**config.mk**
```make
export PLATFORM = sky130hd
export DESIGN_NAME = wta_upd
export DESIGN_NICKNAME = d
export VERILOG_FILES = /design/src/wta_pkg.sv /design/src/wta_upd.sv
export SDC_FILE = /design/constraint.sdc
export NUM_CORES = 1
export LEC_CHECK = 0
export BUFFER_PORTS_ARGS = -buffer_cell sky130_fd_sc_hd__buf_2
export CORE_MARGIN = 2
export CORE_UTILIZATION = 46
export CTS_CLUSTER_DIAMETER = 80
export DETAILED_ROUTE_END_ITERATION = 8
export PLACE_DENSITY_LB_ADDON = 0.3
export SYNTH_ARGS = -nofsm -noshare
export SYNTH_HDL_FRONTEND = slang
export SYNTH_SLANG_ARGS = --single-unit
```
**constraint.sdc**
```tcl
create_clock -name clk -period 10.5 [get_ports clk]
set_clock_uncertainty 0.15 [all_clocks]
set_input_delay 0.525 -clock clk [delete_from_list [all_inputs] [get_ports clk]]
set_output_delay 0.525 -clock clk [all_outputs]
set_load 0.03 [all_outputs]
```
**src/wta_pkg.sv**
```systemverilog
// Package with the shared constants, types and codes of the competitive learning layer.
`default_nettype none

package wta_pkg;

    localparam int MAX_NEURONS = 4;
    localparam int MAX_INPUTS  = 64;
    localparam int WEIGHT_BITS = 16;

    localparam int NSEL_W  = 2;
    localparam int POS_W   = 6;
    localparam int ADDR_W  = NSEL_W + POS_W;
    localparam int DEPTH   = MAX_NEURONS * MAX_INPUTS;
    localparam int ACC_W   = 32;
    localparam int LR_W    = 16;
    localparam int NU_W    = 3;
    localparam int CNT_W   = 7;
    localparam int SHARE_W = 15;
    localparam int CFG_W   = 16;
    localparam int CIDX_W  = 2;

    localparam int FRAC_ONE = 16384;

    localparam logic [LR_W-1:0]  LR_RESET      = 16'd6554;
    localparam logic [NU_W-1:0]  NEURONS_RESET = 3'd3;
    localparam logic [CNT_W-1:0] INPUTS_RESET  = 7'd35;

    localparam logic ACT_LOAD  = 1'b0;
    localparam logic ACT_PIXEL = 1'b1;

    localparam logic [CIDX_W-1:0] CFG_LEARNING_RATE  = 2'd0;
    localparam logic [CIDX_W-1:0] CFG_NEURONS_IN_USE = 2'd1;
    localparam logic [CIDX_W-1:0] CFG_INPUTS_IN_USE  = 2'd2;

    typedef enum logic [3:0] {
        ST_IDLE,
        ST_ACC_RD,
        ST_ACC_ADD,
        ST_PICK,
        ST_DIV,
        ST_REPORT,
        ST_UPD_RD,
        ST_UPD_MUL,
        ST_UPD_WR
    } state_t;

    typedef struct packed {
        logic                   en;
        logic [ADDR_W-1:0]      addr;
        logic [WEIGHT_BITS-1:0] data;
    } wmem_wr_t;

endpackage

`default_nettype wire

```
**src/wta_upd.sv**
```systemverilog
// Shared multiply unit that moves one weight toward its target by the learning rate.
`default_nettype none

module wta_upd (
    input  wire logic                                 clk,
    input  wire logic                                 load,
    input  wire logic signed [wta_pkg::WEIGHT_BITS-1:0] w_in,
    input  wire logic                                 pixel_set,
    input  wire logic [wta_pkg::SHARE_W-1:0]          share,
    input  wire logic [wta_pkg::LR_W-1:0]             lr,
    output logic signed [wta_pkg::WEIGHT_BITS-1:0]    w_out
);
    import wta_pkg::*;

    localparam int DIFF_W = WEIGHT_BITS + 2;
    localparam int PROD_W = DIFF_W + LR_W + 1;
    localparam int STEP_W = PROD_W - 16;
    localparam int NEW_W  = STEP_W + 1;
    localparam logic signed [NEW_W-1:0] W_MAX = NEW_W'((64'sd1 <<< (WEIGHT_BITS - 1)) - 1);
    localparam logic signed [NEW_W-1:0] W_MIN = NEW_W'(-(64'sd1 <<< (WEIGHT_BITS - 1)));

    logic signed [DIFF_W-1:0]      target;
    logic signed [DIFF_W-1:0]      diff;
    logic signed [PROD_W-1:0]      prod_next, prod_reg;
    logic signed [WEIGHT_BITS-1:0] w_reg;
    logic signed [PROD_W-1:0]      rounded;
    logic signed [STEP_W-1:0]      step;
    logic signed [NEW_W-1:0]       new_w;

    always_comb
    begin
        target    = pixel_set ? $signed({{(DIFF_W - SHARE_W){1'b0}}, share}) : '0;
        diff      = target - DIFF_W'(w_in);
        prod_next = $signed({1'b0, lr}) * diff;
    end

    always_ff @(posedge clk)
    begin
        if (load)
        begin
            prod_reg <= prod_next;
            w_reg    <= w_in;
        end
    end

    always_comb
    begin
        rounded = prod_reg + PROD_W'(32768);
        step    = rounded[PROD_W-1:16];
        new_w   = NEW_W'(w_reg) + NEW_W'(step);
        if (new_w > W_MAX)
        begin
            w_out = WEIGHT_BITS'(W_MAX);
        end
        else if (new_w < W_MIN)
        begin
            w_out = WEIGHT_BITS'(W_MIN);
        end
        else
        begin
            w_out = WEIGHT_BITS'(new_w);
        end
    end

endmodule

`default_nettype wire

```
[Word-level counts from Yosys, hierarchy flattened]
Cells that the tools add are included.
Word-level totals
  bits in registers: 51
  input bits: 50
  output and inout port bits: 16
Operators by class
  add/subtract/negate cells: 3
  multipliers: 1
  order comparisons: 2
  mux-type cells: 3
Operators with widths (number)
  35-bit by 17-bit adder with 35-bit output, second input constant: 1
  17-bit by 17-bit multiplier with 34-bit output: 1
  16-bit 2-to-1 mux: 2
  16-bit by 19-bit adder with 20-bit output: 1
  20-bit by 16-bit > comparator with 1-bit output, second input constant: 1
  20-bit by 16-bit < comparator with 1-bit output, second input constant: 1
  16-bit by 16-bit subtractor with 17-bit output: 1
  15-bit 2-to-1 mux: 1

[Depth between registers and ports, before layout]
  depth in word-level cells: 5
  mapped depth: 35
  depth with buffers taken out: 33

[Worst setup path before layout]
No wires, ideal clock.
  path type: input to register
  start: input pixel_set
  end: register prod_reg[28], data pin
  data arrival time: 8.290 ns
  setup slack: 1.801 ns
  cell stages on the path: 33
  buffers on the path: 2
  cells stage by stage: clkbuf_1 -> nand2_1 -> ha_1 -> fa_1 -> nand3b_1 -> a21boi_0 -> o21ai_0 -> a21boi_0 -> o21ai_0 -> a31o_2 -> a211oi_1 -> xor2_1 -> buf_2 -> nand2_1 -> fa_1 -> fa_1 -> inv_1 -> fa_1 -> fa_1 -> fa_1 -> inv_1 -> fa_1 -> inv_1 -> ha_1 -> a21oi_1 -> o21a_1 -> o2111a_1 -> a211oi_1 -> o21a_1 -> o22a_1 -> a221o_1 -> a21oi_1 -> xnor2_1
Between the ends
  cells in the longest elaborated chain, start to end: 3
Ends and longest elaborated chain
  start: declaration: RTL line wta_upd.sv:8  | input wire logic pixel_set,
  15-bit 2-to-1 mux: RTL line wta_upd.sv:32  | target = pixel_set ? $signed({{(DIFF_W - SHARE_W){1'b0}}, share}) : '0;
  16-bit by 16-bit subtractor with 17-bit output: RTL line wta_upd.sv:33  | diff = target - DIFF_W'(w_in);
  17-bit by 17-bit multiplier with 34-bit output: RTL line wta_upd.sv:34  | prod_next = $signed({1'b0, lr}) * diff;
  net prod_next[28]: RTL line wta_upd.sv:24  | logic signed [PROD_W-1:0] prod_next, prod_reg;
  end signal: assignment: RTL line wta_upd.sv:41  | prod_reg <= prod_next;
  end: declaration: RTL line wta_upd.sv:24
The timed path passes the listed nets, and every way through them passes these cells.
A chain may end at the register's enable or synchronous reset.

[Worst setup path in the final report]
  start: input pixel_set
  end: register prod_reg[33], data pin
Same word-level chain as after synthesis.

==> results.json <==
{
  "fin_cells": 1743,
  "synth-edff-count": 35,
  "die_area_um2": 27500,
  "coreArea_um2": 25900,
  "design_area_um2": 13000,
  "hold_slack_ps": 284,
  "setup_violations": 0,
  "largest_register_ffs": 19,
  "path_class": "primary input to register",
  "cts.reportedPaths.clkPinSlew_ps": 60,
  "cp_common_cell": "fa_1",
  "synth_seq_cells": 35,
  "crit_path_end_kind": "register",
  "ys_types": 58,
  "grt_usage": 0.215,
  "antenna_found_initial": 0,
  "cpPeakStageDelay_ps": 540,
  "diodes": 0,
  "grt_max_degree": 36,
  "clk_root_buffer_cell": "clkbuf_16",
  "synth_cells": 1358,
  "fmax_mhz": 107,
  "area_growth_pct": 7.48,
  "drc": 0,
  "grt_first_pass_wirelength_um": 48100,
  "synthArstFlopShare": 0,
  "yosys_warnings": 0,
  "post_cts_resized": 0,
  "tightest_slew_ps": 962,
  "clock_path_buffers": 2,
  "gp_congestion": 0.845,
  "cp_slowest_cell": "fa_1",
  "vias_per_cell": 5.26,
  "num_vias": 9166,
  "cp-start-kind": "primary input",
  "fin_tns_setup_ps": 0,
  "worstPathArrival_ps": 9200,
  "synth_top_area_share": 0.349,
  "hold_violations": 0,
  "slew_headroom": 0.359,
  "drt_first_iter_violations": 530,
  "rows": 59,
  "die_h_um": 166,
  "dp_hpwl_um": 22800,
  "cts_made_buffers": 5,
  "status": "finished, final reports clean",
  "first_pass_iters": 4,
  "drt-wirelength-per-cell_um": 16.1,
  "synth_area_leaders": "fa_1, ha_1, inv_1, edfxtp_1, nand2_1",
  "h-tree-depth": 2,
  "antenna_left": 0,
  "first_global_vias": 9721,
  "slew_viol_final": 0,
  "port-buffer-count": 65,
  "dp_cells": 1735,
  "cts_tree": "built",
  "finish.net_count": 1827,
  "synth_largest_area_cell": "fa_1",
  "crit_fanout": 17,
  "hold_class": "primary input to register",
  "avgSynthCellArea_um2": 8.88,
  "drive_gt1_frac": 0.0803,
  "fp.dieW_um": 166,
  "cts_sinks": 35,
  "required_ps": 10380,
  "io_pins": 66,
  "initial_utilization": 0.465,
  "hold_buffers": 0,
  "dpl_cell_area_um2": 12800,
  "ys_seq_area_frac": 0.0872,
  "synthesis.nets": 1778,
  "seq_area_um2": 1050,
  "period_minus_slack_ps": 9310,
  "postCtsSetupRepairBufs": 0,
  "max-cap-violations": 0,
  "multiInputGateArea_um2": 9710,
  "synth_ff_type": "edfxtp_1",
  "grt_overflow_total": 0,
  "post-route-period-util": 0.887,
  "wl_um": 28100,
  "synth.cell_area_um2": 12100,
  "nFillCells": 2468,
  "rsz0062_at_grt": "no"
}
[cell usage in the layout, fill, tap and decap left out, drive strengths merged, types with 2 or more instances in the layout]
master and n:
a2111o 2, a211o 2, a211oi 8, a21boi 6, a21o 18, a21oi 52
a221o 3, a31o 2, a31oi 3, a41oi 4, and2 90, and3 2
buf 79, bufinv 2, clkbuf 5, edfxtp 35, fa 210, ha 160
inv 307, nand2 188, nand2b 2, nand3 5, nand4 7, nor2 37
nor2b 32, nor3 10, o211ai 5, o21a 8, o21ai 25, o21bai 3
o31ai 4, or2 9, or3 3, xnor2 37, xor2 29
[final timing paths]
check | from | to | cells after the start
worst max-delay path | pixel_set | prod_reg[33] | 32
worst min-delay path | w_in[14] | w_reg[14] | 1
[per-layer routing]
layer	up-vias	GRT usage	part of all wire
met1	4630	0.297	0.45
met5	-	0	0
li1	4287	-	-
met4	0	0.0389	0.014
met3	29	0.0167	0.041
met2	220	0.375	0.49
[through the flow]
| stage | worst slack [ps] | util |
|---|---|---|
| finish | 1190 | 0.500 |
| global route | 498 | 0.500 |
| CTS | 1100 | 0.500 |
| detailed placement | 834 | 0.493 |
| global placement | 949 | 0.493 |
| floorplan | 1800 | - |
[cell type report]
cell class                      instances  area share
Multi-Input combinational cell        979       0.750
Inverter                              307      0.0889
Sequential cell                        35      0.0811
Timing Repair Buffer                   79      0.0332
Tap cell                              335      0.0323
Clock buffer                            5     0.00966
Clock inverter                          3     0.00521
[synthesized netlist by cell type (all sizes together), types with 2 or more instances]
library cell    n
a2111o          2
a211o           2
a211oi          8
a21boi          6
a21o           18
a21oi          52
a221o           3
a31o            2
a31oi           3
a41oi           4
and2           90
and3            2
buf             4
clkbuf         33
edfxtp         35
fa            210
ha            160
inv           307
nand2         188
nand2b          2
nand3           5
nand4           7
nor2           37
nor2b          32
nor3           10
o211ai          5
o21a            8
o21ai          25
o21bai          3
o31ai           4
or2             9
or3             3
xnor2          37
xor2           29
[logic make-up after synthesis]
logic type | share of synthesized area
adders and majority gates | 0.515
and+or+nand+nor | 0.156
AOI/OAI and AO/OA | 0.0854
DFF | 0.0872
buffers and inverters | 0.108
xor gates and xnor gates | 0.0479
[critical path, delay by kind of cell]
| family | cells | cell delay [ps] |
|---|---|---|
| buffers and inverters | 4 | 360 |
| adders and majority gates | 9 | 3910 |
| AOI/OAI and AO/OA | 13 | 3480 |
| xor gates and xnor gates | 1 | 120 |
| and+or+nand+nor | 5 | 780 |
Power is not shown: default switching activity piles up to over one toggle a cycle in this logic, so the estimate is an artifact.
