**config.mk**
```make
export PLATFORM = sky130hd
export DESIGN_NAME = wta_div
export DESIGN_NICKNAME = d
export VERILOG_FILES = /design/src/wta_pkg.sv /design/src/wta_div.sv
export SDC_FILE = /design/constraint.sdc
export NUM_CORES = 1
export LEC_CHECK = 0
export BUFFER_PORTS_ARGS = -buffer_cell sky130_fd_sc_hd__buf_2
export CAP_MARGIN = 25
export CORE_ASPECT_RATIO = 0.7
export CORE_MARGIN = 2
export CORE_UTILIZATION = 30
export DETAILED_ROUTE_END_ITERATION = 8
export SLEW_MARGIN = 0
export SYNTH_ARGS = -nofsm -noshare
export SYNTH_HDL_FRONTEND = slang
export SYNTH_SLANG_ARGS = --single-unit
```
**constraint.sdc**
```tcl
create_clock -name clk -period 2.2 [get_ports clk]
set_input_delay 0.22 -clock clk [delete_from_list [all_inputs] [get_ports clk]]
set_output_delay 0.22 -clock clk [all_outputs]
set_load 0.02 [all_outputs]
```
**src/wta_pkg.sv**
```systemverilog
// Package with the shared constants, types and codes of the competitive learning layer.
`default_nettype none

package wta_pkg;

    localparam int MAX_NEURONS = 4;
    localparam int MAX_INPUTS  = 64;
    localparam int WEIGHT_BITS = 16;

    localparam int NSEL_W  = 2;
    localparam int POS_W   = 6;
    localparam int ADDR_W  = NSEL_W + POS_W;
    localparam int DEPTH   = MAX_NEURONS * MAX_INPUTS;
    localparam int ACC_W   = 32;
    localparam int LR_W    = 16;
    localparam int NU_W    = 3;
    localparam int CNT_W   = 7;
    localparam int SHARE_W = 15;
    localparam int CFG_W   = 16;
    localparam int CIDX_W  = 2;

    localparam int FRAC_ONE = 16384;

    localparam logic [LR_W-1:0]  LR_RESET      = 16'd6554;
    localparam logic [NU_W-1:0]  NEURONS_RESET = 3'd3;
    localparam logic [CNT_W-1:0] INPUTS_RESET  = 7'd35;

    localparam logic ACT_LOAD  = 1'b0;
    localparam logic ACT_PIXEL = 1'b1;

    localparam logic [CIDX_W-1:0] CFG_LEARNING_RATE  = 2'd0;
    localparam logic [CIDX_W-1:0] CFG_NEURONS_IN_USE = 2'd1;
    localparam logic [CIDX_W-1:0] CFG_INPUTS_IN_USE  = 2'd2;

    typedef enum logic [3:0] {
        ST_IDLE,
        ST_ACC_RD,
        ST_ACC_ADD,
        ST_PICK,
        ST_DIV,
        ST_REPORT,
        ST_UPD_RD,
        ST_UPD_MUL,
        ST_UPD_WR
    } state_t;

    typedef struct packed {
        logic                   en;
        logic [ADDR_W-1:0]      addr;
        logic [WEIGHT_BITS-1:0] data;
    } wmem_wr_t;

endpackage

`default_nettype wire

```
**src/wta_div.sv**
```systemverilog
// Bit-serial restoring divider that forms the rounded share 16384 / ones count.
`default_nettype none

module wta_div (
    input  wire logic                              clk,
    input  wire logic                              rst_n,
    input  wire logic                              start,
    input  wire logic [wta_pkg::CNT_W-1:0]         divisor,
    output logic                                   done,
    output logic [wta_pkg::SHARE_W-1:0]            share
);
    import wta_pkg::*;

    logic               busy_reg, busy_next;
    logic [3:0]         count_reg, count_next;
    logic [SHARE_W-1:0] dq_reg, dq_next;
    logic [CNT_W-1:0]   rem_reg, rem_next;
    logic [CNT_W:0]     rem_shift;
    logic               take;

    always_ff @(posedge clk or negedge rst_n)
    begin
        if (!rst_n)
        begin
            busy_reg  <= 1'b0;
            count_reg <= '0;
        end
        else
        begin
            busy_reg  <= busy_next;
            count_reg <= count_next;
        end
    end

    always_ff @(posedge clk)
    begin
        dq_reg  <= dq_next;
        rem_reg <= rem_next;
    end

    always_comb
    begin
        rem_shift  = {rem_reg, dq_reg[SHARE_W-1]};
        take       = rem_shift >= {1'b0, divisor};
        busy_next  = busy_reg;
        count_next = count_reg;
        dq_next    = dq_reg;
        rem_next   = rem_reg;
        if (start)
        begin
            busy_next  = 1'b1;
            count_next = 4'(SHARE_W - 1);
            dq_next    = SHARE_W'(FRAC_ONE) + SHARE_W'(divisor >> 1);
            rem_next   = '0;
        end
        else if (busy_reg)
        begin
            rem_next   = take ? CNT_W'(rem_shift - {1'b0, divisor}) : CNT_W'(rem_shift);
            dq_next    = {dq_reg[SHARE_W-2:0], take};
            count_next = count_reg - 4'd1;
            if (count_reg == 4'd0)
            begin
                busy_next = 1'b0;
            end
        end
    end

    assign done  = !busy_reg;
    assign share = dq_reg;

endmodule

`default_nettype wire

```
## Word level (Yosys, flattened, before mapping)

Cells that the tools add are included.

- Register bits: 27
- Output and inout port bits: 16
- Input port bits: 10

- Reductions and logical operators: 3
- Muxes and demuxes: 8
- Magnitude comparators: 1
- Add/sub/neg operators: 3

Operator list:

| operator | count |
|---|---|
| 2-to-1 mux 15 bit | 2 |
| adder 15 x 6 -> 15 bit (first input constant) | 1 |
| >= comparator 8 x 7 -> 1 bit | 1 |
| 2-to-1 mux 4 bit | 2 |
| 2-to-1 mux 7 bit | 1 |
| subtractor 7 bit | 1 |
| zero test 4 bit | 1 |
| subtractor 4 x 1 -> 4 bit (second input constant) | 1 |
| 2-to-1 mux 1 bit | 3 |
| nonzero test 2 bit | 1 |
| zero test 1 bit | 1 |

## Longest topological paths before layout

Gate-level depths: netlist of run 1.

- Depth after elaboration: 4
- Mapped depth: 9

## Least setup slack after synthesis of run 1

Ideal clock, no wire load.

- Path kind: reg-to-reg
- Start point: register dq_reg[14] (netlist: share[14])
- End point: register rem_reg[0]
- Clock period less this slack: 2.170 ns
- Arrival time: 2.084 ns
- Data required time: 2.114 ns
- Slack: 0.030 ns
- Cell stages (with the launch flop): 9
- Path through: edfxtp_1 > inv_1 > ha_1 > fa_1 > nand2b_1 > a211oi_2 > nor3_2 > mux2_4 > a211oi_1

- Longest elaborated chain between the ends: 2
- Elaborated cells on any way between the ends: 3

RTL lines:

| what | RTL line | text |
|---|---|---|
| start, declared | wta_div.sv:16 | `logic [SHARE_W-1:0] dq_reg, dq_next;` |
| start signal, assigned | wta_div.sv:37 | `dq_reg <= dq_next;` |
| subtractor 7 bit / >= comparator 8 x 7 -> 1 bit (equally long branches) | wta_div.sv:58, wta_div.sv:44 |  |
| 2-to-1 mux 7 bit (*) | wta_div.sv:58 | `rem_next = take ? CNT_W'(rem_shift - {1'b0, divisor}) : CNT_W'(rem_shift);` |
| end signal, assigned | wta_div.sv:38 | `rem_reg <= rem_next;` |
| end, declared | wta_div.sv:17 | `logic [CNT_W-1:0] rem_reg, rem_next;` |

Mark *: on every way between the ends. The rest lies on a longest branch, timed or not.
A chain may end at the register's enable or synchronous reset.

## Final worst setup path of run 1

- Start point: register dq_reg[14] (netlist: share[14])
- End point: register rem_reg[5]

The elaborated chain is that of the path after synthesis.

==> summary.log, run 1 <==
qor: clocking.root_buffer sky130_fd_sc_hd__clkbuf_8
qor: drt.routed_via_count_divided_by_cell_count 4.599
qor: clocking.cts_made_buffers 3
qor: drt.first_iter_violations 42
qor: worst_hold_path.hold_path_depth 2
qor: synth.synth_largest_type_area_fraction 0.2951
qor: final_layout.finalNonFillerCells 247
qor: grt.globalRoute.totalOverflow 0
qor: final_layout.largest_register_ff_count 15
qor: final_layout.antenna_cells_inserted 0
qor: final_layout.drive_above_1_share 0.2809
qor: critical_path.worstRegToRegCells 8
qor: clocking.worstSkewPairLatency 280 ps
qor: grt.grt_pass1_wl 5368 µm
qor: drt.drt_drc_violations_left 0
qor: sta.achievable-frequency 479.1 MHz
qor: clocking.ctsLongestPathBuffers 2
qor: sta.report.final.slew_viol_count 0
qor: floorplan.die_width 89.26 µm
qor: critical_path.critical_path_class reg -> reg
qor: synth.syn-num-nets 169
qor: clocking.tritoncts_sink_count 27
qor: synth.synth_flop_cell sky130_fd_sc_hd__edfxtp_1
qor: synth.synth_enable_flop_cells 15
qor: sta.tmin_final 2087 ps
qor: grt.first_global_vias 1,121
qor: synth.async_flop_share 0.1852
qor: floorplan.die_area 0.005684 mm²
qor: final_layout.multi_input_area 764.5 µm²
qor: sta.slew-limit-headroom 0.6141
qor: floorplan.pin_count 26
qor: sta.final_critical_path_share_of_the_clock_period 0.9488
qor: final_layout.num-fill-cells 503
qor: worst_hold_path.timing.hold.worst.class in -> reg
qor: grt.track_usage 0.1191
qor: floorplan.initial_utilization 0.3157
qor: placed_design.place.gp.congestion 0.7777
qor: drt.route.detailed.wl_per_inst 12.85 µm
qor: clocking.tritoncts yes
qor: critical_path.regToRegStartpoint share[14]$_SDFFCE_PP1P_
qor: synth.yosysWarningCount 0
qor: critical_path.worst_setup_path_startpoint share[14]$_SDFFCE_PP1P_
qor: critical_path.crit_path_end_kind flop
qor: placed_design.dp_hpwl 2322 µm
qor: power.power.density_cell_area 1012 mW/mm²
qor: critical_path.worstPathArrival 2270 ps
qor: synth.yosys.area_share.xor_xnor 0.02869
qor: drt.drtAntennaViolNets 0
qor: synth.top_cells_by_area_synth sky130_fd_sc_hd__edfxtp_1, sky130_fd_sc_hd__dfxtp_1, sky130_fd_sc_hd__dfrtp_1, sky130_fd_sc_hd__ha_1, sky130_fd_sc_hd__nor2_1
qor: synth.synthCells 150
qor: drt.drt_pass1_iterations 4
qor: synth.synth-simple-area-share 0.1861
qor: synth.synth_seq_cells 27
qor: synth.synth-compound-area-share 0.1082
qor: clocking.cts.htree.levels 1
qor: final_layout.area_growth 19.92%
qor: synth.netlist-cell-type-count 38
qor: final_layout.layout.area.seq 715.7 µm²
qor: synth.synth_adder_area_share 0.07869
qor: synth.synth_top_area_cell sky130_fd_sc_hd__edfxtp_1
qor: clocking.path_clk_slew 100 ps
qor: grt.initial_antenna_violation_count 0
qor: critical_path.sort_of_element_at_the_start_of_the_critical_path flop
qor: power.static-leakage-power 0.0008048 µW
qor: placed_design.place_inst 241
qor: synth.syn_area 0.001526 mm²
qor: sta.clock_skew 12.50 ps
qor: drt.detail_route.wirelength 3173 µm
qor: floorplan.floorplan.core_area 0.004835 mm²
qor: floorplan.placementRows 21
qor: synth.per_instance_average_area_after_synthesis 10.18 µm²
qor: power.total_power_of_the_final_layout 1853 µW
qor: job.max_cap_viol_count 0
qor: outcome.status complete, no violations
qor: sta.setup_viol 0
qor: grt.maximum_number_of_pins_on_one_net_before_global_route_repair 32
qor: sta.finalHoldViolations 0
qor: power.vdd_drop_max 0.0003565 V
qor: synth.ys_seq_area_frac 0.4689
qor: synth.synth.mux.area_fraction 0.07951
qor: synth.synth_top_family_by_area simple AND/OR/NAND/NOR gates
qor: worst_hold_path.timing.hold.worst.start divisor[5]
qor: floorplan.die_height 63.68 µm
qor: sta.slew_of_the_pin_with_the_lowest_slew_margin 578.8 ps
qor: critical_path.worst_ep_required_time 2390 ps
qor: final_layout.fin_nets 198
qor: critical_path.critPathMaxFanout 6
qor: drt.vias 1,136
qor: placed_design.io_buffers 25
==> cell type report <==
cell class,instances,area share
Inverter,11,0.02256
Sequential cell,27,0.3910
Clock inverter,1,0.004785
Clock buffer,3,0.02256
Tap cell,69,0.04716
Multi-Input combinational cell,105,0.4176
Timing Repair Buffer,31,0.09433
==> metrics by stage <==
stage               hold WS [ps]  TNS [ps]    util  cell area (µm²)  worst slack (ps)
floorplan                 -75.59         0       -             1526             30.01
detailed placement         43.12    -14.63  0.3584             1733            -14.10
global route               248.9    -33.75  0.3786             1831            -22.82
global placement           40.95         0  0.3584             1733             84.77
CTS                        240.0         0  0.3719             1798             17.72
finish                     245.7         0  0.3786             1831             112.7
==> synthesized netlist by cell type, types with 2 or more instances <==
cell,count
sky130_fd_sc_hd__inv_1,11
sky130_fd_sc_hd__nand2_1,11
sky130_fd_sc_hd__clkbuf_1,4
sky130_fd_sc_hd__mux2_2,5
sky130_fd_sc_hd__nand3_1,2
sky130_fd_sc_hd__o211ai_1,2
sky130_fd_sc_hd__a311oi_1,2
sky130_fd_sc_hd__a211oi_1,4
sky130_fd_sc_hd__a211oi_2,2
sky130_fd_sc_hd__o21ai_0,5
sky130_fd_sc_hd__nor3_1,2
sky130_fd_sc_hd__nand2b_1,7
sky130_fd_sc_hd__ha_1,8
sky130_fd_sc_hd__nor2_1,17
sky130_fd_sc_hd__dfrtp_1,5
sky130_fd_sc_hd__mux2i_1,5
sky130_fd_sc_hd__a21oi_1,6
sky130_fd_sc_hd__xor2_1,2
sky130_fd_sc_hd__xnor2_1,3
sky130_fd_sc_hd__edfxtp_1,15
sky130_fd_sc_hd__or2_2,2
sky130_fd_sc_hd__nor2b_1,8
sky130_fd_sc_hd__dfxtp_1,7
==> final timing paths <==
path                            slack, ps                       end
worst max-delay path                  110   rem_reg[5]$_SDFFE_PP0P_
worst min-delay path                  250        share[4]$_DFFE_PP_
worst max register to register        110   rem_reg[5]$_SDFFE_PP0P_
worst min register to register        510   rem_reg[5]$_SDFFE_PP0P_
max in group asynchronous            1780        busy_reg$_DFF_PN0_
min in group asynchronous             290  count_reg[0]$_DFFE_PN0P_
==> logic make-up after synthesis <==
kind of cell	count (synthesis)
muxes	11
adders and majority gates	9
DFF	27
buffers and inverters	18
AOI/OAI and AO/OA	24
xor gates and xnor gates	5
and+or+nand+nor	56
==> critical path, cell delays in order, from the launching register on <==
cell and delay [ps]:
sky130_fd_sc_hd__edfxtp_1 350, sky130_fd_sc_hd__inv_1 50, sky130_fd_sc_hd__ha_2 190, sky130_fd_sc_hd__fa_2 410, sky130_fd_sc_hd__nand2b_4 180, sky130_fd_sc_hd__a211oi_4 260
sky130_fd_sc_hd__or3_4 210, sky130_fd_sc_hd__o21ai_0 100, sky130_fd_sc_hd__a311oi_1 250
==> metal layers <==
layer  part of all wire  track usage  up-vias  routed length, µm
met5                  0            0        -                  0
met4             0.0095      0.01679        0                 30
met3              0.062      0.04325        4                198
met2               0.38       0.1565       37               1208
met1               0.55       0.1876      521               1735
li1                   -            -      574                  -
==> cells in the final DEF, fill, tap and decap left out, types with 3 or more instances in the layout <==
master                     count
sky130_fd_sc_hd__a211oi_1      3
sky130_fd_sc_hd__a21oi_1       6
sky130_fd_sc_hd__buf_2        25
sky130_fd_sc_hd__buf_4         5
sky130_fd_sc_hd__clkbuf_8      3
sky130_fd_sc_hd__dfrtp_1       5
sky130_fd_sc_hd__dfxtp_1       7
sky130_fd_sc_hd__edfxtp_1     15
sky130_fd_sc_hd__ha_1          7
sky130_fd_sc_hd__inv_1        11
sky130_fd_sc_hd__mux2_2        5
sky130_fd_sc_hd__mux2i_1       5
sky130_fd_sc_hd__nand2_1      11
sky130_fd_sc_hd__nand2b_1      6
sky130_fd_sc_hd__nor2_1       17
sky130_fd_sc_hd__nor2b_1       8
sky130_fd_sc_hd__o21ai_0       5
sky130_fd_sc_hd__xnor2_1       3
==> power by group <==
part           internal, µW  total, µW  leakage (µW)  switching (µW)
combinational           414        865      0.000499             450
clock                   133        297     0.0000261             164
sequential              625        691      0.000279            65.3
total                  1170       1850      0.000805             680
==> what timing repair did <==
action	4_1_cts	5_1_grt
buffers inserted	0	1
setup endpoints to repair	4	8
gates resized for setup	1	5
hold buffers	1	0
pin swaps	0	3
endpoints found under the hold margin	5	0
Note: power is estimated with default switching activity, not from simulation.
==> run 2, diff against run 1 <==
==> constraint.sdc (replaced) <==
create_clock -name clk -period 2.1 [get_ports clk]
set_input_delay 0.21 -clock clk [delete_from_list [all_inputs] [get_ports clk]]
set_output_delay 0.21 -clock clk [all_outputs]
set_load 0.02 [all_outputs]
==> run 2 against run 1 <==
  * Clock skew shrank 3.3 ps
  * Cell count grew 1.6%
  * Combinational power grew 8.7%
  * Worst setup slack gained 1.4 ps
  * Sequential power grew 4.3%
  * Register-to-register slack is essentially flat
  * Hold slack lost 8.5 ps
  * Sequential cell count is the same
  * Non-clock buffer count grew 4
  * Clock power grew 7.7%
  * Critical path depth is the same
  * Critical path type unchanged
==> summary.log, run 2 (synthesized netlist as in run 1, its figures left out) <==
qor: outcome.status complete, no violations [unchanged]
qor: grt.maximum_number_of_pins_on_one_net_before_global_route_repair 20 [was 32]
qor: floorplan.placementRows 21 [unchanged]
qor: sta.finalHoldViolations 0 [unchanged]
qor: floorplan.die_area 0.005684 mm² [unchanged]
qor: job.max_cap_viol_count 0 [unchanged]
qor: placed_design.dpl_worst_slack -15.26 ps [was -14.10 ps]
qor: worst_hold_path.timing.hold.worst.start divisor[4] [was divisor[5]]
qor: sta.finalSetupTns 0 ps [unchanged]
qor: critical_path.reg2reg_to rem_reg[0]$_SDFFE_PP0P_ [was rem_reg[5]$_SDFFE_PP0P_]
qor: critical_path.sort_of_element_at_the_start_of_the_critical_path flop [unchanged]
qor: sta.report.final.slew_viol_count 0 [unchanged]
qor: final_layout.largest_register_ff_count 15 [unchanged]
qor: floorplan.pin_count 26 [unchanged]
qor: critical_path.critPathMaxFanout 3 [was 6]
qor: worst_hold_path.hold_path_depth 2 [unchanged]
qor: sta.tmin_final 1986 ps [was 2087 ps]
qor: final_layout.num-fill-cells 517 [was 503]
qor: final_layout.finish.instance_area 0.001856 mm² [was 0.001831 mm²]
qor: final_layout.fin_nets 202 [was 198]
qor: clocking.cts.htree.levels 1 [unchanged]
qor: sta.slew_of_the_pin_with_the_lowest_slew_margin 355.9 ps [was 578.8 ps]
qor: power.power.density_cell_area 1068 mW/mm² [was 1012 mW/mm²]
qor: floorplan.die_width 89.26 µm [unchanged]
qor: critical_path.regToRegStartpoint share[14]$_SDFFCE_PP1P_ [unchanged]
qor: placed_design.dp_hpwl 2344 µm [was 2322 µm]
qor: sta.finalHoldWorstSlack 237.2 ps [was 245.7 ps]
qor: grt.grt_pass1_wl 5175 µm [was 5368 µm]
qor: final_layout.layout.core_utilization 0.3838 [was 0.3786]
qor: sta.final_ws_setup 114.1 ps [was 112.7 ps]
qor: critical_path.crit_path_end_kind flop [unchanged]
qor: grt.use_met2 0.1565 [unchanged]
qor: placed_design.post_dp_cell_area 0.001783 mm² [was 0.001733 mm²]
qor: grt.grt_use_met1 0.1891 [was 0.1876]
qor: critical_path.setup_slack_on_the_worst_flop_to_flop_path 110 ps [about the same]
qor: final_layout.area_growth 21.56% [was 19.92%]
qor: clocking.ctsLongestPathBuffers 2 [unchanged]
qor: drt.vias 1,156 [was 1,136]
qor: grt.initial_antenna_violation_count 0 [unchanged]
qor: final_layout.antenna_cells_inserted 0 [unchanged]
qor: critical_path.worst_ep_required_time 2300 ps [was 2390 ps]
qor: critical_path.critical_path_class reg -> reg [unchanged]
qor: clocking.worstSkewPairLatency 280 ps [about the same]
qor: floorplan.initial_utilization 0.3157 [unchanged]
qor: drt.detail_route.wirelength 3110 µm [was 3173 µm]
qor: drt.drtAntennaViolNets 0 [unchanged]
qor: sta.final_critical_path_share_of_the_clock_period 0.9457 [was 0.9488]
qor: final_layout.multi_input_area 759.5 µm² [was 764.5 µm²]
qor: clocking.root_buffer sky130_fd_sc_hd__clkbuf_8 [unchanged]
qor: final_layout.mostFrequentLayoutCells sky130_fd_sc_hd__buf_2, sky130_fd_sc_hd__nor2_1, sky130_fd_sc_hd__edfxtp_1, sky130_fd_sc_hd__inv_1, sky130_fd_sc_hd__nand2_1 [unchanged]
qor: drt.drt_pass1_iterations 4 [unchanged]
qor: power.static-leakage-power 0.0008251 µW [was 0.0008048 µW]
qor: sta.slew-limit-headroom 0.7628 [was 0.6141]
qor: worst_hold_path.timing.hold.worst_endpoint share[3]$_DFFE_PP_ [was share[4]$_DFFE_PP_]
qor: clocking.cts_made_buffers 3 [unchanged]
qor: floorplan.floorplan.core_area 0.004835 mm² [unchanged]
qor: clocking.tritoncts yes [unchanged]
qor: drt.route.detailed.wl_per_inst 12.39 µm [was 12.85 µm]
qor: floorplan.die_height 63.68 µm [unchanged]
qor: final_layout.drive_above_1_share 0.2912 [was 0.2809]
qor: placed_design.io_buffers 25 [unchanged]
qor: drt.first_iter_violations 57 [was 42]
qor: placed_design.place.gp.congestion 0.7938 [was 0.7777]
qor: critical_path.worstPathArrival 2190 ps [was 2270 ps]
qor: grt.first_global_vias 1,072 [was 1,121]
qor: sta.setup_viol 0 [unchanged]
qor: power.vdd_drop_max 0.0003687 V [was 0.0003565 V]
qor: drt.routed_via_count_divided_by_cell_count 4.606 [was 4.599]
qor: clocking.tritoncts_sink_count 27 [unchanged]
qor: drt.drt_drc_violations_left 0 [unchanged]
qor: grt.global_route.peak_usage_layer met1 [unchanged]
qor: worst_hold_path.timing.hold.worst.class in -> reg [unchanged]
qor: critical_path.worstRegToRegCells 8 [unchanged]
qor: grt.track_usage 0.1185 [was 0.1191]
qor: grt.globalRouteMet3Util 0.03801 [was 0.04325]
qor: sta.achievable-frequency 503.5 MHz [was 479.1 MHz]
qor: final_layout.layout.cells.most_common sky130_fd_sc_hd__buf_2 [unchanged]
qor: final_layout.layout.area.seq 715.7 µm² [unchanged]
qor: clocking.path_clk_slew 100 ps [about the same]
qor: grt.globalRoute.totalOverflow 0 [unchanged]
qor: sta.clock_skew 9.210 ps [was 12.50 ps]
## run 2: cell types whose count changed in the layout (fill, tap and decap cells not counted)
cell / delta
sky130_fd_sc_hd__buf_4: +4
sky130_fd_sc_hd__a211oi_1: +1
sky130_fd_sc_hd__a211oi_2: -1
## run 2: final cells by class
type	count	share of cell area
tap	69	0.04653
multi-input combinational	105	0.4093
timing repair buffer	35	0.1092
inverter	11	0.02225
clock buffer	3	0.02225
clock inverter	1	0.004720
sequential	27	0.3857
## run 2: worst max-delay path, cell delays in order, from the launching register on
cell and delay (ps):
sky130_fd_sc_hd__edfxtp_1 350, sky130_fd_sc_hd__inv_1 60, sky130_fd_sc_hd__ha_2 180, sky130_fd_sc_hd__fa_2 350, sky130_fd_sc_hd__nand2b_4 170, sky130_fd_sc_hd__a211oi_4 230
sky130_fd_sc_hd__nor3_2 90, sky130_fd_sc_hd__mux2_4 300, sky130_fd_sc_hd__a211oi_1 210
## run 2: worst max path at each step
stage	start	endpoint	slack, ps
6_report	share[14]$_SDFFCE_PP1P_	rem_reg[0]$_SDFFE_PP0P_	110
5_1_grt	share[14]$_SDFFCE_PP1P_	rem_reg[0]$_SDFFE_PP0P_	-5
4_1_cts	share[14]$_SDFFCE_PP1P_	rem_reg[0]$_SDFFE_PP0P_	60
3_5_place_dp	share[14]$_SDFFCE_PP1P_	rem_reg[5]$_SDFFE_PP0P_	-20
3_3_place_gp	share[14]$_SDFFCE_PP1P_	rem_reg[2]$_SDFFE_PP0P_	50
2_1_floorplan	share[14]$_SDFFCE_PP1P_	rem_reg[0]$_SDFFE_PP0P_	-10
## run 2: where the power goes
| group | internal [µW] | leakage (µW) | switching, µW |
|---|---|---|---|
| clock network | 140 | 0.0000261 | 181 |
| registers | 655 | 0.000279 | 66.0 |
| logic | 463 | 0.000520 | 477 |
## run 2: per-stage QoR
step / power [µW] / instances
final: 1981 / 251
after global routing: 2125 / 251
after CTS: 1986 / 251
after detailed placement: 1637 / 246
after global placement: 1640 / 246
after floorplan: 1405 / 150
## run 2: layer usage
metal / wire, µm / vias up
li1: - / 586
met1: 1688 / 546
met2: 1284 / 24
met3: 137 / 0
met4: 0 / 0
met5: 0 / -
## run 2: repair_timing
item,4_1_cts,5_1_grt
setup buffers,0,0
hold endpoints to repair,5,0
hold buffers,1,0
pin swaps,0,1
gates resized for setup,1,1
setup endpoints to repair,1,6
==> run 3, diff against run 2 <==
--- a/config.mk
+++ b/config.mk
@@ -5,12 +5,12 @@
 export SDC_FILE = /design/constraint.sdc
 export NUM_CORES = 1
 export LEC_CHECK = 0
-export BUFFER_PORTS_ARGS = -buffer_cell sky130_fd_sc_hd__buf_2
 export CAP_MARGIN = 25
 export CORE_ASPECT_RATIO = 0.7
 export CORE_MARGIN = 2
 export CORE_UTILIZATION = 30
 export DETAILED_ROUTE_END_ITERATION = 8
+export DONT_BUFFER_PORTS = 1
 export SLEW_MARGIN = 0
 export SYNTH_ARGS = -nofsm -noshare
 export SYNTH_HDL_FRONTEND = slang
==> constraint.sdc (replaced) <==
create_clock -name clk -period 2.4 [get_ports clk]
set_input_delay 0.24 -clock clk [delete_from_list [all_inputs] [get_ports clk]]
set_output_delay 0.24 -clock clk [all_outputs]
set_load 0.02 [all_outputs]
==> run 3 against run 2 <==
  * Cell count is 12% lower
  * Hold slack got worse by 220 ps
  * Sequential share of layout area is 4.0 points higher
  * Register-to-register slack about the same
  * Largest power group unchanged
  * Via count decreased by 10%
  * First-iteration DRC count down 1.8%
  * Die area is the same
  * Clock power is 14% lower
  * Combinational power shrank 28%
  * Clock skew up 2.6 ps
  * Cell area decreased by 9.3%
  * Total power fell by 18%
==> summary.log, run 3 (synthesized netlist as in run 1, its figures left out) <==
qor: outcome.status complete, no violations [unchanged]
qor: final_layout.antenna_cells_inserted 0 [unchanged]
qor: critical_path.sort_of_element_at_the_start_of_the_critical_path flop [unchanged]
qor: clocking.ctsLongestPathBuffers 2 [unchanged]
qor: grt.first_global_vias 1,049 [was 1,072]
qor: critical_path.crit_path_end_kind flop [unchanged]
qor: final_layout.layout.cells.most_common sky130_fd_sc_hd__nor2_1 [was sky130_fd_sc_hd__buf_2]
qor: placed_design.dp_hpwl 2173 µm [was 2344 µm]
qor: critical_path.timing.critical_path.max_delay_family adder cells [unchanged]
qor: floorplan.initial_utilization 0.3157 [unchanged]
qor: critical_path.worstPathArrival 2460 ps [was 2190 ps]
qor: floorplan.floorplan.core_area 0.004835 mm² [unchanged]
qor: sta.tmin_final 2271 ps [was 1986 ps]
qor: placed_design.dpl_worst_slack 109.3 ps [was -15.26 ps]
qor: drt.detail_route.wirelength 3029 µm [was 3110 µm]
qor: final_layout.area_growth 10.25% [was 21.56%]
qor: clocking.path_clk_slew 100 ps [about the same]
qor: critical_path.crit_path_cell_trace inv_1, ha_1, fa_1, nand2b_4, a211oi_4, nor3_2, mux2_4, a211oi_1 [was inv_1, ha_2, fa_2, nand2b_4, a211oi_4, nor3_2, mux2_4, a211oi_1]
qor: placed_design.place.gp.congestion 0.8098 [was 0.7938]
qor: drt.drtAntennaViolNets 0 [unchanged]
qor: floorplan.die_height 63.68 µm [unchanged]
qor: grt.grt_pass1_wl 5043 µm [was 5175 µm]
qor: drt.vias 1,037 [was 1,156]
qor: critical_path.crit_cells 8 [unchanged]
qor: critical_path.critPathMaxFanout 4 [was 3]
qor: sta.slew-limit-headroom 0.7368 [was 0.7628]
qor: job.max_cap_viol_count 0 [unchanged]
qor: final_layout.largest_register_ff_count 15 [unchanged]
qor: final_layout.drive_above_1_share 0.1258 [was 0.2912]
qor: critical_path.slowest_stage sky130_fd_sc_hd__fa_1 [was sky130_fd_sc_hd__edfxtp_1]
qor: sta.report.final.slew_viol_count 0 [unchanged]
qor: worst_hold_path.timing.hold.worst.class in -> reg [unchanged]
qor: critical_path.critical_path_class reg -> reg [unchanged]
qor: drt.first_iter_violations 56 [was 57]
qor: power.static-leakage-power 0.0006843 µW [was 0.0008251 µW]
qor: grt.initial_antenna_violation_count 0 [unchanged]
qor: clocking.worstSkewPairLatency 280 ps [about the same]
qor: grt.track_usage 0.1171 [was 0.1185]
qor: critical_path.worstRegToRegCells 8 [unchanged]
qor: sta.final_critical_path_share_of_the_clock_period 0.9463 [was 0.9457]
qor: final_layout.layout.core_utilization 0.3481 [was 0.3838]
qor: floorplan.pin_count 26 [unchanged]
qor: grt.maximum_number_of_pins_on_one_net_before_global_route_repair 32 [was 20]
qor: clocking.tritoncts yes [unchanged]
qor: sta.final_ws_setup 128.8 ps [was 114.1 ps]
qor: final_layout.mostFrequentLayoutCells sky130_fd_sc_hd__nor2_1, sky130_fd_sc_hd__edfxtp_1, sky130_fd_sc_hd__inv_1, sky130_fd_sc_hd__nand2_1 [was sky130_fd_sc_hd__buf_2, sky130_fd_sc_hd__nor2_1, sky130_fd_sc_hd__edfxtp_1, sky130_fd_sc_hd__inv_1, sky130_fd_sc_hd__nand2_1]
qor: sta.clock_skew 11.84 ps [was 9.210 ps]
qor: placed_design.io_buffers 0 [was 25]
qor: grt.globalRoute.totalOverflow 0 [unchanged]
qor: drt.drt_pass1_iterations 4 [unchanged]
qor: power.power.density_cell_area 962.3 mW/mm² [was 1068 mW/mm²]
qor: clocking.tritoncts_sink_count 27 [unchanged]
qor: drt.route.detailed.wl_per_inst 13.77 µm [was 12.39 µm]
qor: sta.finalHoldViolations 0 [unchanged]
qor: final_layout.fin_nets 171 [was 202]
qor: drt.drt_drc_violations_left 0 [unchanged]
qor: critical_path.worst_ep_required_time 2590 ps [was 2300 ps]
qor: clocking.cts.htree.levels 1 [unchanged]
qor: floorplan.die_width 89.26 µm [unchanged]
qor: critical_path.path_buf_inv 1 [unchanged]
qor: drt.routed_via_count_divided_by_cell_count 4.714 [was 4.606]
qor: floorplan.placementRows 21 [unchanged]
qor: critical_path.setup_slack_on_the_worst_flop_to_flop_path 130 ps [was 110 ps]
qor: sta.slew_of_the_pin_with_the_lowest_slew_margin 392.7 ps [was 355.9 ps]
qor: power.vdd_drop_max 0.0003366 V [was 0.0003687 V]
qor: floorplan.die_area 0.005684 mm² [unchanged]
qor: clocking.root_buffer sky130_fd_sc_hd__clkbuf_8 [unchanged]
qor: sta.setup_viol 0 [unchanged]
qor: critical_path.critPathMaxStageDelay 420 ps [was 350 ps]
qor: worst_hold_path.hold_path_depth 1 [was 2]
qor: sta.achievable-frequency 440.3 MHz [was 503.5 MHz]
qor: clocking.cts_made_buffers 3 [unchanged]
run 3: cell types whose count changed in the layout (fill, tap and decap cells not counted), sizes merged:
cell	previous run	this run
buf	34	2
dlygate4sd3	1	2
run 3: report_power, final:
| part | internal, µW | total (µW) | leakage, µW | switching [µW] |
|---|---|---|---|---|
| Clock | 122 | 275 | 0.0000261 | 153 |
| Sequential | 575 | 669 | 0.000279 | 93.9 |
| Combinational | 317 | 675 | 0.000379 | 358 |
| Total | 1010 | 1620 | 0.000684 | 605 |
run 3: cell type report:
type,count,area [µm²]
fillers,524,3152
multi-input cells,105,754.5
flip-flops and latches,27,715.7
well taps,69,86.33
clock buffers,3,41.29
inverters,11,41.29
repair buffers,4,35.03
clock inverters,1,8.758
run 3: final timing paths:
kind                                         startpoint                  endpoint
worst max-delay path            share[14]$_SDFFCE_PP1P_   rem_reg[0]$_SDFFE_PP0P_
worst min-delay path                              start   rem_reg[4]$_SDFFE_PP0P_
worst max register to register  share[14]$_SDFFCE_PP1P_   rem_reg[0]$_SDFFE_PP0P_
worst min register to register  rem_reg[6]$_SDFFE_PP0P_   rem_reg[6]$_SDFFE_PP0P_
max in group asynchronous                         rst_n  count_reg[0]$_DFFE_PN0P_
min in group asynchronous                         rst_n  count_reg[2]$_DFFE_PN0P_
run 3: routing by layer:
metal	wire, µm	global-route usage
met1	1508	0.1622
met3	277	0.06160
met2	1218	0.1630
met4	23	0.02239
met5	0	0
run 3: per-stage QoR:
stage | instance area (µm²) | instances | TNS (ps) | total power [µW] | hold slack (ps)
final | 1683 | 220 | 0 | 1619 | 19.72
after global routing | 1683 | 220 | -8.020 | 1750 | 6.086
after CTS | 1658 | 219 | 0 | 1607 | 5.776
after detailed placement | 1593 | 214 | 0 | 1300 | -55.45
after global placement | 1593 | 214 | 0 | 1300 | -55.46
after floorplan | 1526 | 150 | 0 | 1224 | -55.59
run 3: what timing repair did:
action                                  in CTS  in global routing
resized for setup                            1                  2
hold buffers                                 1                  1
hold endpoints to repair                     5                  2
pin swaps                                    0                  1
setup buffers                                0                  0
endpoints found under the setup margin       1                  1
